==> src/rtl/core/tgarle_pkg.sv <==
// Shared types and constants for the run-length coded true-color pixel decoder.
// No dependencies; used by tga_rle_pixel_decoder_unit.
package tgarle_pkg;

  // Default upper bound on image width and height
  localparam int unsigned DefaultMaxDim = 4096;

  // Field widths
  localparam int unsigned ByteW   = 8;
  localparam int unsigned CfgW    = 13;
  localparam int unsigned CfgIdxW = 2;

  // Configuration register indexes
  typedef enum logic [CfgIdxW-1:0] {
    CFG_ALPHA_IN_STREAM = 2'd0,
    CFG_IMAGE_WIDTH     = 2'd1,
    CFG_IMAGE_HEIGHT    = 2'd2
  } cfg_idx_e;

  // Register reset values
  localparam logic [CfgW-1:0] WidthReset  = 13'd64;
  localparam logic [CfgW-1:0] HeightReset = 13'd64;

  // Packet header layout
  localparam int unsigned HdrRunBit = 7;

  // Color key (magenta) and the alpha values it selects
  localparam logic [ByteW-1:0] KeyRed     = 8'hff;
  localparam logic [ByteW-1:0] KeyGreen   = 8'h00;
  localparam logic [ByteW-1:0] KeyBlue    = 8'hff;
  localparam logic [ByteW-1:0] AlphaKeyed = 8'h00;
  localparam logic [ByteW-1:0] AlphaOpaque = 8'hff;

endpackage

==> src/rtl/core/tga_rle_pixel_decoder_unit.sv <==
// Top level of the run-length coded true-color pixel decoder.
// Depends on tgarle_pkg for widths, register indexes and key color constants.
//
// The decoder takes one compressed byte per cycle while results are taken and
// returns one result per completed pixel: its colour, its alpha and a repeat
// count (1 to 128), so a run packet yields a single result. Bytes pass through
// an input register and the parser, and a result is written to the output
// register as its last byte leaves the input register; the output register
// lets the next byte be taken while a result waits. Sustained rate is one byte
// per cycle while results are taken. Pixels are counted over the whole image
// (width times height, each clamped to 1..MAX_DIM); a packet that overruns the
// image end is clipped and the result that completes the image carries
// image_done. The image size product sits in a register, so after a
// configuration write the byte input holds off while that product settles.
module tga_rle_pixel_decoder_unit #(
  parameter int unsigned MAX_DIM = tgarle_pkg::DefaultMaxDim
) (
  input  logic                               clk_i,
  input  logic                               rst_ni,
  // compressed byte stream
  input  logic                               data_valid_i,
  output logic                               data_ready_o,
  input  logic [tgarle_pkg::ByteW-1:0]       data_byte_i,
  input  logic                               image_start_i,
  // decoded pixels
  output logic                               pix_valid_o,
  input  logic                               pix_ready_i,
  output logic [tgarle_pkg::ByteW-1:0]       blue_o,
  output logic [tgarle_pkg::ByteW-1:0]       green_o,
  output logic [tgarle_pkg::ByteW-1:0]       red_o,
  output logic [tgarle_pkg::ByteW-1:0]       alpha_o,
  output logic [tgarle_pkg::ByteW-1:0]       repeat_res_o,
  output logic                               image_done_o,
  // configuration writes
  input  logic                               cfg_valid_i,
  output logic                               cfg_ready_o,
  input  logic [tgarle_pkg::CfgIdxW-1:0]     cfg_index_i,
  input  logic [tgarle_pkg::CfgW-1:0]        cfg_data_i
);

  localparam int unsigned ByteW   = tgarle_pkg::ByteW;
  localparam int unsigned CfgW    = tgarle_pkg::CfgW;
  // largest dimension a register can express after clamping
  localparam int unsigned CfgMax  = (1 << CfgW) - 1;
  localparam int unsigned DimMax  = (MAX_DIM < CfgMax) ? MAX_DIM : CfgMax;
  localparam int unsigned DimW    = $clog2(DimMax + 1);
  localparam int unsigned TotW    = 2 * DimW;
  localparam int unsigned CmpW    = (TotW > ByteW) ? TotW : ByteW;

  // parser phase
  typedef enum logic [2:0] {
    PH_HEADER,
    PH_BLUE,
    PH_GREEN,
    PH_RED,
    PH_ALPHA
  } phase_e;

  // configuration registers
  logic            alpha_in_stream_q;
  logic [CfgW-1:0] image_width_q, image_height_q;
  logic            cfg_pend_q;
  logic            cfg_fire;

  assign cfg_ready_o = 1'b1;
  assign cfg_fire    = cfg_valid_i & cfg_ready_o;

  always_ff @(posedge clk_i or negedge rst_ni) begin
    if (!rst_ni) begin
      alpha_in_stream_q <= 1'b0;
      image_width_q     <= tgarle_pkg::WidthReset;
      image_height_q    <= tgarle_pkg::HeightReset;
      cfg_pend_q        <= 1'b0;
    end else begin
      cfg_pend_q <= cfg_fire;
      if (cfg_fire) begin
        unique case (cfg_index_i)
          tgarle_pkg::CFG_ALPHA_IN_STREAM: alpha_in_stream_q <= cfg_data_i[0];
          tgarle_pkg::CFG_IMAGE_WIDTH:     image_width_q     <= cfg_data_i;
          tgarle_pkg::CFG_IMAGE_HEIGHT:    image_height_q    <= cfg_data_i;
          default: ;
        endcase
      end
    end
  end

  // clamp dimensions to 1..DimMax and register the pixel count of the image
  logic [DimW-1:0] width_cl, height_cl;
  logic [TotW-1:0] total_q;

  always_comb begin
    if (image_width_q == '0) begin
      width_cl = DimW'(1);
    end else if (image_width_q > CfgW'(DimMax)) begin
      width_cl = DimW'(DimMax);
    end else begin
      width_cl = DimW'(image_width_q);
    end
    if (image_height_q == '0) begin
      height_cl = DimW'(1);
    end else if (image_height_q > CfgW'(DimMax)) begin
      height_cl = DimW'(DimMax);
    end else begin
      height_cl = DimW'(image_height_q);
    end
  end

  always_ff @(posedge clk_i) begin
    total_q <= TotW'(width_cl) * TotW'(height_cl);
  end

  // input register
  logic             in_vld_q;
  logic [ByteW-1:0] in_byte_q;
  logic             in_start_q;
  logic             out_vld_q;
  logic             out_free;
  logic             fire;
  logic             in_fire;

  assign out_free     = ~out_vld_q | pix_ready_i;
  assign fire         = in_vld_q & out_free;
  assign data_ready_o = ~cfg_pend_q & (~in_vld_q | out_free);
  assign in_fire      = data_valid_i & data_ready_o;

  always_ff @(posedge clk_i or negedge rst_ni) begin
    if (!rst_ni) begin
      in_vld_q <= 1'b0;
    end else if (in_fire) begin
      in_vld_q <= 1'b1;
    end else if (fire) begin
      in_vld_q <= 1'b0;
    end
  end

  always_ff @(posedge clk_i) begin
    if (in_fire) begin
      in_byte_q  <= data_byte_i;
      in_start_q <= image_start_i;
    end
  end

  // parser state
  phase_e           phase_q, phase_d;
  logic             run_q, run_d;
  logic [ByteW-1:0] left_q, left_d;
  logic [ByteW-1:0] blue_q, blue_d, green_q, green_d, red_q, red_d;
  logic [TotW-1:0]  done_q, done_d;

  // effective state after an image start
  phase_e           phase_s;
  logic             run_s;
  logic [ByteW-1:0] left_s;
  logic [TotW-1:0]  done_s;

  // emission
  logic             emit;
  logic [ByteW-1:0] alpha_sel;
  logic [CmpW-1:0]  want, remain, total_x, done_x;
  logic [ByteW-1:0] rep;
  logic             fin;
  logic             keyed;

  always_comb begin
    phase_s = in_start_q ? PH_HEADER : phase_q;
    run_s   = in_start_q ? 1'b0 : run_q;
    left_s  = in_start_q ? '0 : left_q;
    done_s  = in_start_q ? '0 : done_q;

    phase_d = phase_s;
    run_d   = run_s;
    left_d  = left_s;
    blue_d  = blue_q;
    green_d = green_q;
    red_d   = red_q;
    done_d  = done_s;
    emit    = 1'b0;

    keyed = (in_byte_q == tgarle_pkg::KeyRed) && (green_q == tgarle_pkg::KeyGreen)
         && (blue_q == tgarle_pkg::KeyBlue);
    alpha_sel = in_byte_q;

    unique case (phase_s)
      PH_BLUE: begin
        blue_d  = in_byte_q;
        phase_d = PH_GREEN;
      end
      PH_GREEN: begin
        green_d = in_byte_q;
        phase_d = PH_RED;
      end
      PH_RED: begin
        red_d = in_byte_q;
        if (alpha_in_stream_q) begin
          phase_d = PH_ALPHA;
        end else begin
          emit      = 1'b1;
          alpha_sel = keyed ? tgarle_pkg::AlphaKeyed : tgarle_pkg::AlphaOpaque;
        end
      end
      PH_ALPHA: begin
        emit = 1'b1;
      end
      default: begin
        run_d   = in_byte_q[tgarle_pkg::HdrRunBit];
        left_d  = {1'b0, in_byte_q[tgarle_pkg::HdrRunBit-1:0]} + ByteW'(1);
        phase_d = PH_BLUE;
      end
    endcase

    // repeat count, clipped at the image end
    total_x = CmpW'(total_q);
    done_x  = CmpW'(done_s);
    want    = run_s ? CmpW'(left_s) : CmpW'(1);
    remain  = total_x - done_x;
    if (done_x >= total_x) begin
      rep = ByteW'(1);
      fin = 1'b1;
    end else if (want >= remain) begin
      rep = remain[ByteW-1:0];
      fin = 1'b1;
    end else begin
      rep = want[ByteW-1:0];
      fin = 1'b0;
    end

    if (emit) begin
      if (fin) begin
        done_d  = '0;
        left_d  = '0;
        phase_d = PH_HEADER;
      end else begin
        done_d = TotW'(done_x + CmpW'(rep));
        if (run_s || left_s <= ByteW'(1)) begin
          left_d  = '0;
          phase_d = PH_HEADER;
        end else begin
          left_d  = left_s - ByteW'(1);
          phase_d = PH_BLUE;
        end
      end
    end
  end

  // parser state and result register
  logic [ByteW-1:0] blue_oq, green_oq, red_oq, alpha_oq, rep_oq;
  logic             done_oq;

  always_ff @(posedge clk_i or negedge rst_ni) begin
    if (!rst_ni) begin
      phase_q   <= PH_HEADER;
      run_q     <= 1'b0;
      left_q    <= '0;
      blue_q    <= '0;
      green_q   <= '0;
      red_q     <= '0;
      done_q    <= '0;
      out_vld_q <= 1'b0;
    end else begin
      if (fire) begin
        phase_q <= phase_d;
        run_q   <= run_d;
        left_q  <= left_d;
        blue_q  <= blue_d;
        green_q <= green_d;
        red_q   <= red_d;
        done_q  <= done_d;
      end
      if (fire && emit) begin
        out_vld_q <= 1'b1;
      end else if (pix_ready_i) begin
        out_vld_q <= 1'b0;
      end
    end
  end

  always_ff @(posedge clk_i) begin
    if (fire && emit) begin
      blue_oq  <= blue_q;
      green_oq <= green_q;
      red_oq   <= red_d;
      alpha_oq <= alpha_sel;
      rep_oq   <= rep;
      done_oq  <= fin;
    end
  end

  assign pix_valid_o  = out_vld_q;
  assign blue_o       = blue_oq;
  assign green_o      = green_oq;
  assign red_o        = red_oq;
  assign alpha_o      = alpha_oq;
  assign repeat_res_o = rep_oq;
  assign image_done_o = done_oq;

endmodule

==> config.mk <==
export PLATFORM = sky130hd
export DESIGN_NAME = tga_rle_pixel_decoder_unit
export DESIGN_NICKNAME = d
export VERILOG_FILES = /design/src/rtl/core/tgarle_pkg.sv /design/src/rtl/core/tga_rle_pixel_decoder_unit.sv
export SDC_FILE = /design/constraint.sdc
export NUM_CORES = 1
export LEC_CHECK = 0
export BUFFER_PORTS_ARGS = -buffer_cell sky130_fd_sc_hd__clkbuf_2
export CAP_MARGIN = 15
export CORE_MARGIN = 8
export CORE_UTILIZATION = 50
export CTS_BUF_LIST = sky130_fd_sc_hd__clkbuf_8
export DETAILED_ROUTE_END_ITERATION = 10
export PLACE_DENSITY_LB_ADDON = 0.05
export SYNTH_ARGS = -nofsm -noshare
export SYNTH_HDL_FRONTEND = slang
export SYNTH_SLANG_ARGS = --single-unit
export TNS_END_PERCENT = 1
==> constraint.sdc <==
create_clock -name clk_i -period 8.3 [get_ports clk_i]
set_input_delay 1.66 -clock clk_i [delete_from_list [all_inputs] [get_ports clk_i]]
set_output_delay 1.66 -clock clk_i [all_outputs]
set_load 0.1 [all_outputs]
==> flow_summary.json, run 1 <==
{
  "status": "finished clean",
  "vias_per_cell": 5.70,
  "yosysMostFrequentCell": "nand2_1",
  "drt_drc_violations_left": 0,
  "antenna_found_initial": 0,
  "holdPathEnd": "green_o[4]",
  "async_flop_share_pct": 54.8,
  "required_ps": 8660,
  "syn_area_sq_um": 15100,
  "final_cells": 2123,
  "worstHoldPathCells": 0,
  "drtIter0Drc": 843,
  "grt_pass1_wl_um": 68000,
  "first_pass_iters": 6,
  "drive_gt1_share_pct": 12.9,
  "cts_htree_levels": 4,
  "cp-end-kind": "flip-flop",
  "hp-class": "flip-flop to flip-flop",
  "clock_latency_ps": 470,
  "setup_tns_ps": 0,
  "grt_overflow": 0,
  "path_clk_slew_ps": 110,
  "slowest_stage": "or4_4",
  "final_util_pct": 55.0,
  "die_height_um": 190,
  "slew_headroom_pct": 37.1,
  "synth.yosys.seq_area_share_pct": 28.6,
  "cts_tree": "yes",
  "nets": 1988,
  "io_pins": 73,
  "synth.ff_latch_count": 168,
  "drt-total-wl_um": 43000,
  "port_buffers": 71,
  "clock_path_buffers": 2,
  "rsz0062_at_grt": "false",
  "p_leak_nw": 7.63,
  "post_synth_num_cell_types": 84,
  "root_buffer": "clkbuf_8",
  "p_per_area_nw_per_um2": 300,
  "die_x_um": 190,
  "ir_worst_vdd_mv": 0.271,
  "skew_ps": 14.8,
  "start_kind": "flip-flop",
  "syn-num-nets": 1939,
  "min-delay-start": "green_q[4]",
  "coreArea_sq_um": 29700,
  "worst_slew_pin_slew_ps": 944,
  "cts_buffers": 17,
  "std_cell_rows": 63,
  "avgSynthCellArea_sq_um": 9.06,
  "final_hold_viol_count": 0,
  "cts_sinks": 168,
  "synthesis.instances": 1671,
  "yosysWarnings": 0,
  "hpwl_um": 34100,
  "worstSetupPathType": "flip-flop to flip-flop",
  "die_area_sq_um": 36100,
  "syn_to_final_growth_pct": 7.97,
  "synth.top_cell.area_share_pct": 16.3,
  "path_max_fanout": 9,
  "dp_cells": 2091,
  "final_antenna_net_count": 0,
  "synthFlopType": "dfrtp_1",
  "gp_congestion": 0.954,
  "synthTopCellsByArea": "fa_1 (16%), dfrtp_1 (15%), edfxtp_1 (9.9%)",
  "worstReg2RegStart": "in_start_q",
  "synth.largest_area_cell": "fa_1",
  "cts_setup_buffers": 0,
  "track_usage_pct": 24.0,
  "synth_common_cells": "nand2_1 (239), inv_1 (210), nor2_1 (141)",
  "vias": 12100,
  "n_antenna_cell": 0,
  "synth-edff-count": 50,
  "slew_violations": 0,
  "arrival_ps": 8100,
  "period_needed_ps": 7740,
  "initial_core_util_pct": 51.0,
  "rr_endpoint": "done_q[12]",
  "reg2reg_depth": 35,
  "fin_crit_sh_pct": 93.2,
  "wl_per_cell_um": 20.3,
  "drv_cap": 0,
  "grt_pass1_vias": 12000,
  "setup_viol": 0,
  "grt_max_degree": 71,
  "cpPeakStageDelay_ps": 560,
  "fmax_mhz": 129,
  "rrSetupSlack_ps": 560
}
[worst max-delay path: cells and delay by family, from the launching register on]
kind,cells,cell delay (ps)
compound gates,12,1930
buf+inv,3,290
xor+xnor,1,230
fa+ha+maj,4,1050
flops,1,390
simple gates,15,3740
[area by class of cell]
| type | count | area (sq um) |
|---|---|---|
| fillers | 2764 | 13400 |
| multi-input cells | 1224 | 9770 |
| flip-flops and latches | 168 | 4330 |
| inverters | 212 | 796 |
| repair buffers | 97 | 547 |
| well taps | 390 | 488 |
| clock buffers | 17 | 234 |
| clock inverters | 15 | 191 |
[routing by layer]
metal / vias up / share of wire, % / wire (um) / global-route usage, %
met3: 65 / 4.0 / 1730 / 2.40
met5: - / 0 / 0 / 0
met2: 372 / 50 / 21300 / 41.2
li1: 5706 / - / - / -
met1: 5957 / 44 / 18800 / 31.6
met4: 0 / 2.6 / 1110 / 7.52
[state kept, by name, summed over array words and instances (netlist names), 13 cells and up]
signal / cells
image_height_q: 13
image_width_q: 13
total_q: 26
done_q: 26
[placed cells by master (no fill, tap or decap), types with 7 or more instances in the layout]
cell type    n
nor3_1      23
nor2b_1     44
nand2_1    238
a22o_1      10
or2_2        8
inv_1      209
clkbuf_2    70
fa_1       123
a2111oi_0    7
o211ai_1     8
mux2i_1     14
clkbuf_8    17
nand4_1     17
o21bai_1     7
a21oi_1     61
edfxtp_1    50
o21a_1      14
buf_4       25
dfxtp_1     26
xnor2_1     27
and2_1      27
ha_1       116
xor2_1      12
a21o_1      17
and3_1       9
a211oi_1    12
nand3_1     22
or3_1        8
nand2b_1    22
o21ai_0     53
mux2_2      52
or4_1        9
dfrtp_1     90
nor2_1     141
o31ai_1      7
nor4_1      17
[through the flow]
stage	hold slack [ps]	worst slack, ps	power [mW]	area, sq um
after detailed placement	451	381	4.26	15900
after floorplan	433	419	3.43	15100
final	476	563	4.91	16300
after CTS	473	337	4.91	16300
after global placement	453	627	4.26	15900
after global routing	490	42.4	5.33	16300
[worst max-delay path by stage]
stage / start / endpoint / slack [ps]
floorplan: in_start_q / done_q[12] / 420
global placement: in_start_q / done_q[22] / 630
detailed placement: in_start_q / done_q[24] / 380
CTS: in_start_q / done_q[22] / 340
global route: in_start_q / done_q[12] / 40
finish: in_start_q / done_q[12] / 560
[report_power, final]
group	switching (mW)	internal [mW]	total, mW
registers	0.150	1.05	1.20
logic	1.88	1.19	3.07
clock network	0.394	0.238	0.632
[logic make-up (layout without fill, tap and decap cells)]
logic type / Yosys count / count (layout) / synth area share [%]
other: 1 / 1 / 0.0248
AOI/OAI and AO/OA: 267 / 267 / 12.4
xor gates and xnor gates: 39 / 39 / 2.26
adders and majority gates: 239 / 239 / 25.8
DFF: 168 / 168 / 28.6
buffers and inverters: 279 / 341 / 7.15
and+or+nand+nor: 612 / 612 / 19.0
muxes: 66 / 66 / 4.79
[repair_timing]
item / CTS / global route
resized for setup: 0 / 5
hold buffers: 0 / 0
setup endpoints to repair: 0 / 8
No activity file was read; power rests on OpenSTA's default activity.
==> run 2: changes to the inputs <==
--- a/config.mk
+++ b/config.mk
@@ -5,12 +5,14 @@
 export SDC_FILE = /design/constraint.sdc
 export NUM_CORES = 1
 export LEC_CHECK = 0
+export ABC_AREA = 1
 export BUFFER_PORTS_ARGS = -buffer_cell sky130_fd_sc_hd__clkbuf_2
 export CAP_MARGIN = 15
 export CORE_MARGIN = 8
 export CORE_UTILIZATION = 50
 export CTS_BUF_LIST = sky130_fd_sc_hd__clkbuf_8
 export DETAILED_ROUTE_END_ITERATION = 10
+export GPL_TIMING_DRIVEN = 0
 export PLACE_DENSITY_LB_ADDON = 0.05
 export SYNTH_ARGS = -nofsm -noshare
 export SYNTH_HDL_FRONTEND = slang
==> run 2 against run 1 <==
  * Worst hold slack improved by 1.2 ps
  * Global-route usage is 1.8 points lower
  * Register-to-register slack better by 330 ps
  * Maximum frequency grew 4.5%
  * Clock-buffer cell count stayed put
  * Cell area up 0.45%
  * Routed wire length shrank 7.6%
  * Utilization rose by 0.25 points
  * First-iteration DRC count down 12%
==> flow_summary.json, run 2 <==
{
  "cts_htree_levels": 4,
  "status": "finished clean",
  "std_cell_rows": 63,
  "yosysWarnings": 0,
  "multi_input_area_sq_um": 9130,
  "final_cells": 2424,
  "synth.largest_area_cell": "fa_1",
  "die_height_um": 190,
  "arrival_ps": 7760,
  "final_antenna_net_count": 0,
  "required_ps": 8650,
  "syn_to_final_growth_pct": 8.74,
  "synth_top_family_by_area": "adder cells",
  "ctsResizeCount": 0,
  "wl_per_cell_um": 16.4,
  "syn-num-nets": 2196,
  "ir_worst_vdd_mv": 0.118,
  "worstSetupPathType": "flip-flop to flip-flop",
  "cp-endpoint": "done_q[24]",
  "totalPowerFinal_mw": 4.16,
  "setup_viol": 0,
  "antenna_found_initial": 0,
  "start_kind": "flip-flop",
  "synthFlopType": "dfrtp_1",
  "synth_common_cells": "nand2_1 (447), inv_1 (385), nor2_1 (191)",
  "path_clk_slew_ps": 130,
  "slew_headroom_pct": 37.2,
  "skew_ps": 28.2,
  "synthAdderAreaFrac_pct": 25.9,
  "cp_num_cells": 39,
  "worstReg2RegStart": "in_start_q",
  "hpwl_um": 32600,
  "grt_pass1_vias": 12400,
  "cts_setup_buffers": 0,
  "drt_drc_violations_left": 0,
  "io_pins": 73,
  "grt_max_degree": 57,
  "drt-total-wl_um": 39700,
  "cpPeakStageDelay_ps": 540,
  "reg_top3": "done_q (26), total_q (26)",
  "drv_cap": 0,
  "syn_area_sq_um": 15100,
  "path_max_fanout": 10,
  "synth-simple-area-share_pct": 22.9,
  "synth.top_cell.area_share_pct": 16.3,
  "cts_tree": "yes",
  "synth.area.mux_share_pct": 0,
  "cts_sinks": 168,
  "synth.yosys.seq_area_share_pct": 28.6,
  "avgSynthCellArea_sq_um": 7.83,
  "drtIter0Drc": 740,
  "slew_violations": 0,
  "port_buffers": 71,
  "p_per_area_nw_per_um2": 253,
  "grt_overflow": 0,
  "rsz0062_at_grt": "false",
  "rrSetupSlack_ps": 890,
  "layout_common_cells": "nand2_1 (447), inv_1 (385), nor2_1 (191), fa_1 (123), ha_1 (116)",
  "hold_buffers": 0,
  "reg2reg_depth": 39,
  "grt_pass1_wl_um": 64200,
  "coreArea_sq_um": 29700,
  "synth_compound_area_share_pct": 8.29,
  "synth_xor_xnor_area_share_pct": 3.36,
  "rr_endpoint": "done_q[24]",
  "track_usage_pct": 22.2,
  "dp_cells": 2391,
  "hp-class": "flip-flop to flip-flop",
  "final_common_cell": "nand2_1",
  "final_hold_viol_count": 0,
  "yosysMostFrequentCell": "nand2_1",
  "gp_congestion": 0.909,
  "vias_per_cell": 5.18,
  "async_flop_share_pct": 54.8,
  "nets": 2288,
  "nFillCells": 2841,
  "worst_slew_pin_slew_ps": 938,
  "cts_buffers": 17,
  "startpoint": "in_start_q",
  "clock_path_buffers": 2,
  "root_buffer": "clkbuf_8",
  "min-delay-start": "cfg_pend_q",
  "die_x_um": 190,
  "fin_crit_sh_pct": 89.2,
  "p_leak_nw": 8.42,
  "die_area_sq_um": 36000,
  "period_needed_ps": 7410,
  "path_delay_family": "buffers and inverters",
  "clock_latency_ps": 470,
  "initial_core_util_pct": 50.8,
  "synthTopCellsByArea": "fa_1 (16%), dfrtp_1 (15%), nand2_1 (11%)",
  "drive_gt1_share_pct": 8.36,
  "register_area_sq_um": 4330,
  "critPathBufInv": 11,
  "setup_tns_ps": 0,
  "post_synth_num_cell_types": 53,
  "first_pass_iters": 5,
  "synth-edff-count": 50,
  "synthesis.instances": 1928,
  "cp-end-kind": "flip-flop",
  "fmax_mhz": 135,
  "synth.ff_latch_count": 168,
  "slowest_stage": "buf_1",
  "vias": 12600
}
run 2: cell count changes in the layout (fill, tap and decap cells not counted), moves of 28 or more:
cell and delta:
nand2_1 +209, mux2_2 -52, nand3_1 +34, xor2_1 +28
inv_1 +176, nor2b_1 -44, o21ai_0 +57, nor2_1 +50
run 2: area by class of cell:
| cell class | count | area share [%] |
|---|---|---|
| antenna | 1 | 0.0152 |
| buffer | 32 | 0.952 |
| clock buffer | 17 | 1.42 |
| clock inverter | 15 | 1.16 |
| inverter | 397 | 9.07 |
| multi-input combinational | 1331 | 55.6 |
| sequential | 168 | 26.3 |
| tap | 390 | 2.97 |
| timing repair buffer | 73 | 2.47 |
run 2: logic make-up after synthesis:
family	count (synthesis)
flip-flops	168
AO/OA/AOI/OAI	228
AND/OR/NAND/NOR	805
adder cells (fa/ha/maj)	239
XOR/XNOR	58
buffers and inverters	429
other	1
run 2: power breakdown:
group	internal [mW]	leakage, nW	switching [mW]
logic	0.820	6.35	1.58
registers	1.03	1.86	0.0999
clock network	0.235	0.207	0.391
run 2: how the worst min path moves through the flow:
| stage | to | slack [ps] | cells past startpoint |
|---|---|---|---|
| CTS | in_vld_q | 480 | 1 |
| global route | blue_o[6] | 500 | 0 |
| floorplan | in_vld_q | 440 | 1 |
| detailed placement | green_o[2] | 460 | 0 |
| finish | in_vld_q | 480 | 1 |
| global placement | in_vld_q | 450 | 1 |
run 2: stage by stage:
step / worst slack (ps) / utilization (%) / hold WS [ps] / cell area, sq um
after floorplan: 2490 / - / 437 / 15100
after global placement: 872 / 53.7 / 452 / 15900
after detailed placement: 925 / 53.8 / 457 / 16000
after CTS: 885 / 55.3 / 481 / 16400
after global routing: 291 / 55.3 / 501 / 16400
final: 894 / 55.3 / 477 / 16400
run 2: metal layers:
metal	vias to the layer above	share of wire (%)	track usage (%)
met4	0	2.1	6.37
met1	6061	45	28.6
met5	-	0	0
met2	264	50	39.3
li1	6184	-	-
met3	56	3.3	2.03
==> run 3: changes to the inputs <==
--- a/config.mk
+++ b/config.mk
@@ -13,7 +13,7 @@
 export CTS_BUF_LIST = sky130_fd_sc_hd__clkbuf_8
 export DETAILED_ROUTE_END_ITERATION = 10
 export GPL_TIMING_DRIVEN = 0
-export PLACE_DENSITY_LB_ADDON = 0.05
+export PLACE_DENSITY = 0.72
 export SYNTH_ARGS = -nofsm -noshare
 export SYNTH_HDL_FRONTEND = slang
 export SYNTH_SLANG_ARGS = --single-unit
==> constraint.sdc (replaced) <==
create_clock -name clk_i -period 7.95 [get_ports clk_i]
set_input_delay 1.59 -clock clk_i [delete_from_list [all_inputs] [get_ports clk_i]]
set_output_delay 1.59 -clock clk_i [all_outputs]
set_load 0.1 [all_outputs]
==> run 3 against run 2 <==
  * Sequential cell count stayed put
  * Total power is 3.8% higher
  * Clock power is 2% higher
  * Combinational power is 4% higher
  * Routed wire length is 2.2% lower
  * Clock skew is 2.7 ps lower
==> flow_summary.json, run 3 (synthesis gave the netlist of run 2 again) <==
{
  "nets": 2288,
  "drt-total-wl_um": 38900,
  "drt_drc_violations_left": 0,
  "coreArea_sq_um": 29700,
  "whs_ps": 467,
  "first_pass_iters": 7,
  "setup_viol": 0,
  "track_usage_pct": 21.8,
  "crit_top_cell": "nand2_1",
  "cts_tree": "yes",
  "slowest_stage": "buf_1",
  "p_leak_nw": 8.43,
  "vias_per_cell": 5.28,
  "hold_buffers": 0,
  "root_buffer": "clkbuf_8",
  "final_hold_viol_count": 0,
  "initial_core_util_pct": 50.8,
  "drive_gt1_share_pct": 8.41,
  "clock_path_buffers": 2,
  "setup_tns_ps": 0,
  "std_cell_rows": 63,
  "fmax_mhz": 138,
  "rsz0062_at_grt": "false",
  "ir_worst_vdd_mv": 0.125,
  "cts_setup_buffers": 0,
  "die_height_um": 190,
  "final_common_cell": "nand2_1",
  "hpwl_um": 31900,
  "cts_htree_levels": 4,
  "status": "finished clean",
  "required_ps": 8340,
  "vias": 12800,
  "worst_slew_pin_slew_ps": 824,
  "cts_buffers": 17,
  "reg_top3": "done_q (26), total_q (26)",
  "drv_cap": 0,
  "die_x_um": 190,
  "antenna_found_initial": 1,
  "start_kind": "flip-flop",
  "rrSetupSlack_ps": 730,
  "path_delay_family": "simple AND/OR/NAND/NOR gates",
  "path_max_fanout": 10,
  "critPathBufInv": 10,
  "gp_congestion": 0.949,
  "clock_latency_ps": 470,
  "layout_common_cells": "nand2_1 (447), inv_1 (385), nor2_1 (191), fa_1 (123), ha_1 (116)",
  "cpPeakStageDelay_ps": 480,
  "worstSetupPathType": "flip-flop to flip-flop",
  "grt_pass1_wl_um": 63500,
  "grt_overflow": 0,
  "skew_ps": 25.5,
  "final_antenna_net_count": 0,
  "drtIter0Drc": 932,
  "syn_to_final_growth_pct": 8.75,
  "p_per_area_nw_per_um2": 263,
  "period_needed_ps": 7220,
  "fin_crit_sh_pct": 90.8,
  "io_pins": 73,
  "path_clk_slew_ps": 100,
  "die_area_sq_um": 36000,
  "ctsResizeCount": 0,
  "wl_per_cell_um": 16.0,
  "slew_violations": 0,
  "cp-end-kind": "flip-flop",
  "port_buffers": 71,
  "hp-class": "flip-flop to flip-flop",
  "slew_headroom_pct": 44.9,
  "n_antenna_cell": 0,
  "grt_max_degree": 60,
  "cts_sinks": 168,
  "grt_pass1_vias": 12800,
  "arrival_ps": 7610
}
run 3: power breakdown:
| part | leakage, nW | switching [mW] | total [mW] | internal [mW] |
|---|---|---|---|---|
| logic | 6.35 | 1.64 | 2.49 | 0.854 |
| clock network | 0.208 | 0.393 | 0.639 | 0.246 |
| registers | 1.86 | 0.114 | 1.19 | 1.07 |
| total | 8.43 | 2.14 | 4.32 | 2.17 |
run 3: final timing paths:
path / end / cells after the start / startpoint
setup / recovery: done_q[20] / 39 / in_start_q
hold / removal: in_vld_q / 1 / cfg_pend_q
setup reg to reg: done_q[20] / 39 / in_start_q
hold reg to reg: in_vld_q / 1 / cfg_pend_q
max in group asynchronous: image_height_q[6] / 2 / rst_ni
min in group asynchronous: done_q[3] / 1 / rst_ni
run 3: through the flow:
| stage | util (%) | std cells | instance area, sq um | power (mW) | worst slack [ps] |
|---|---|---|---|---|---|
| 6_report | 55.3 | 2423 | 16400 | 4.32 | 730 |
| 5_1_grt | 55.3 | 2423 | 16400 | 4.73 | 153 |
| 4_1_cts | 55.3 | 2423 | 16400 | 4.32 | 590 |
| 3_5_place_dp | 53.9 | 2391 | 16000 | 3.67 | 632 |
| 3_3_place_gp | 53.7 | 2389 | 15900 | 3.61 | 651 |
| 2_1_floorplan | - | 1928 | 15100 | 3.04 | 2140 |
run 3: final cells by class:
cell class,instances,area (sq um)
fill,2750,13300
inverter,397,1490
buffer,32,158
clock buffer,17,234
multi-input combinational,1331,9130
clock inverter,15,185
timing repair buffer,73,413
sequential,168,4330
tap,390,488
run 3: worst register-to-register path: cells and delay by family, from the launching register on:
kind            cells  cell delay [ps]
compound gates      5              920
xor+xnor            2              430
fa+ha+maj           4             1260
buf+inv            10             1910
flops               1              380
simple gates       18             2270
run 3: metal layers:
metal  global-route usage (%)  vias up  share of wire (%)
met3                     3.33       74                6.2
met4                     8.72        0                3.3
met5                        0        -                  0
li1                         -     6194                  -
met2                     37.0      425                 49
met1                     27.5     6095                 42
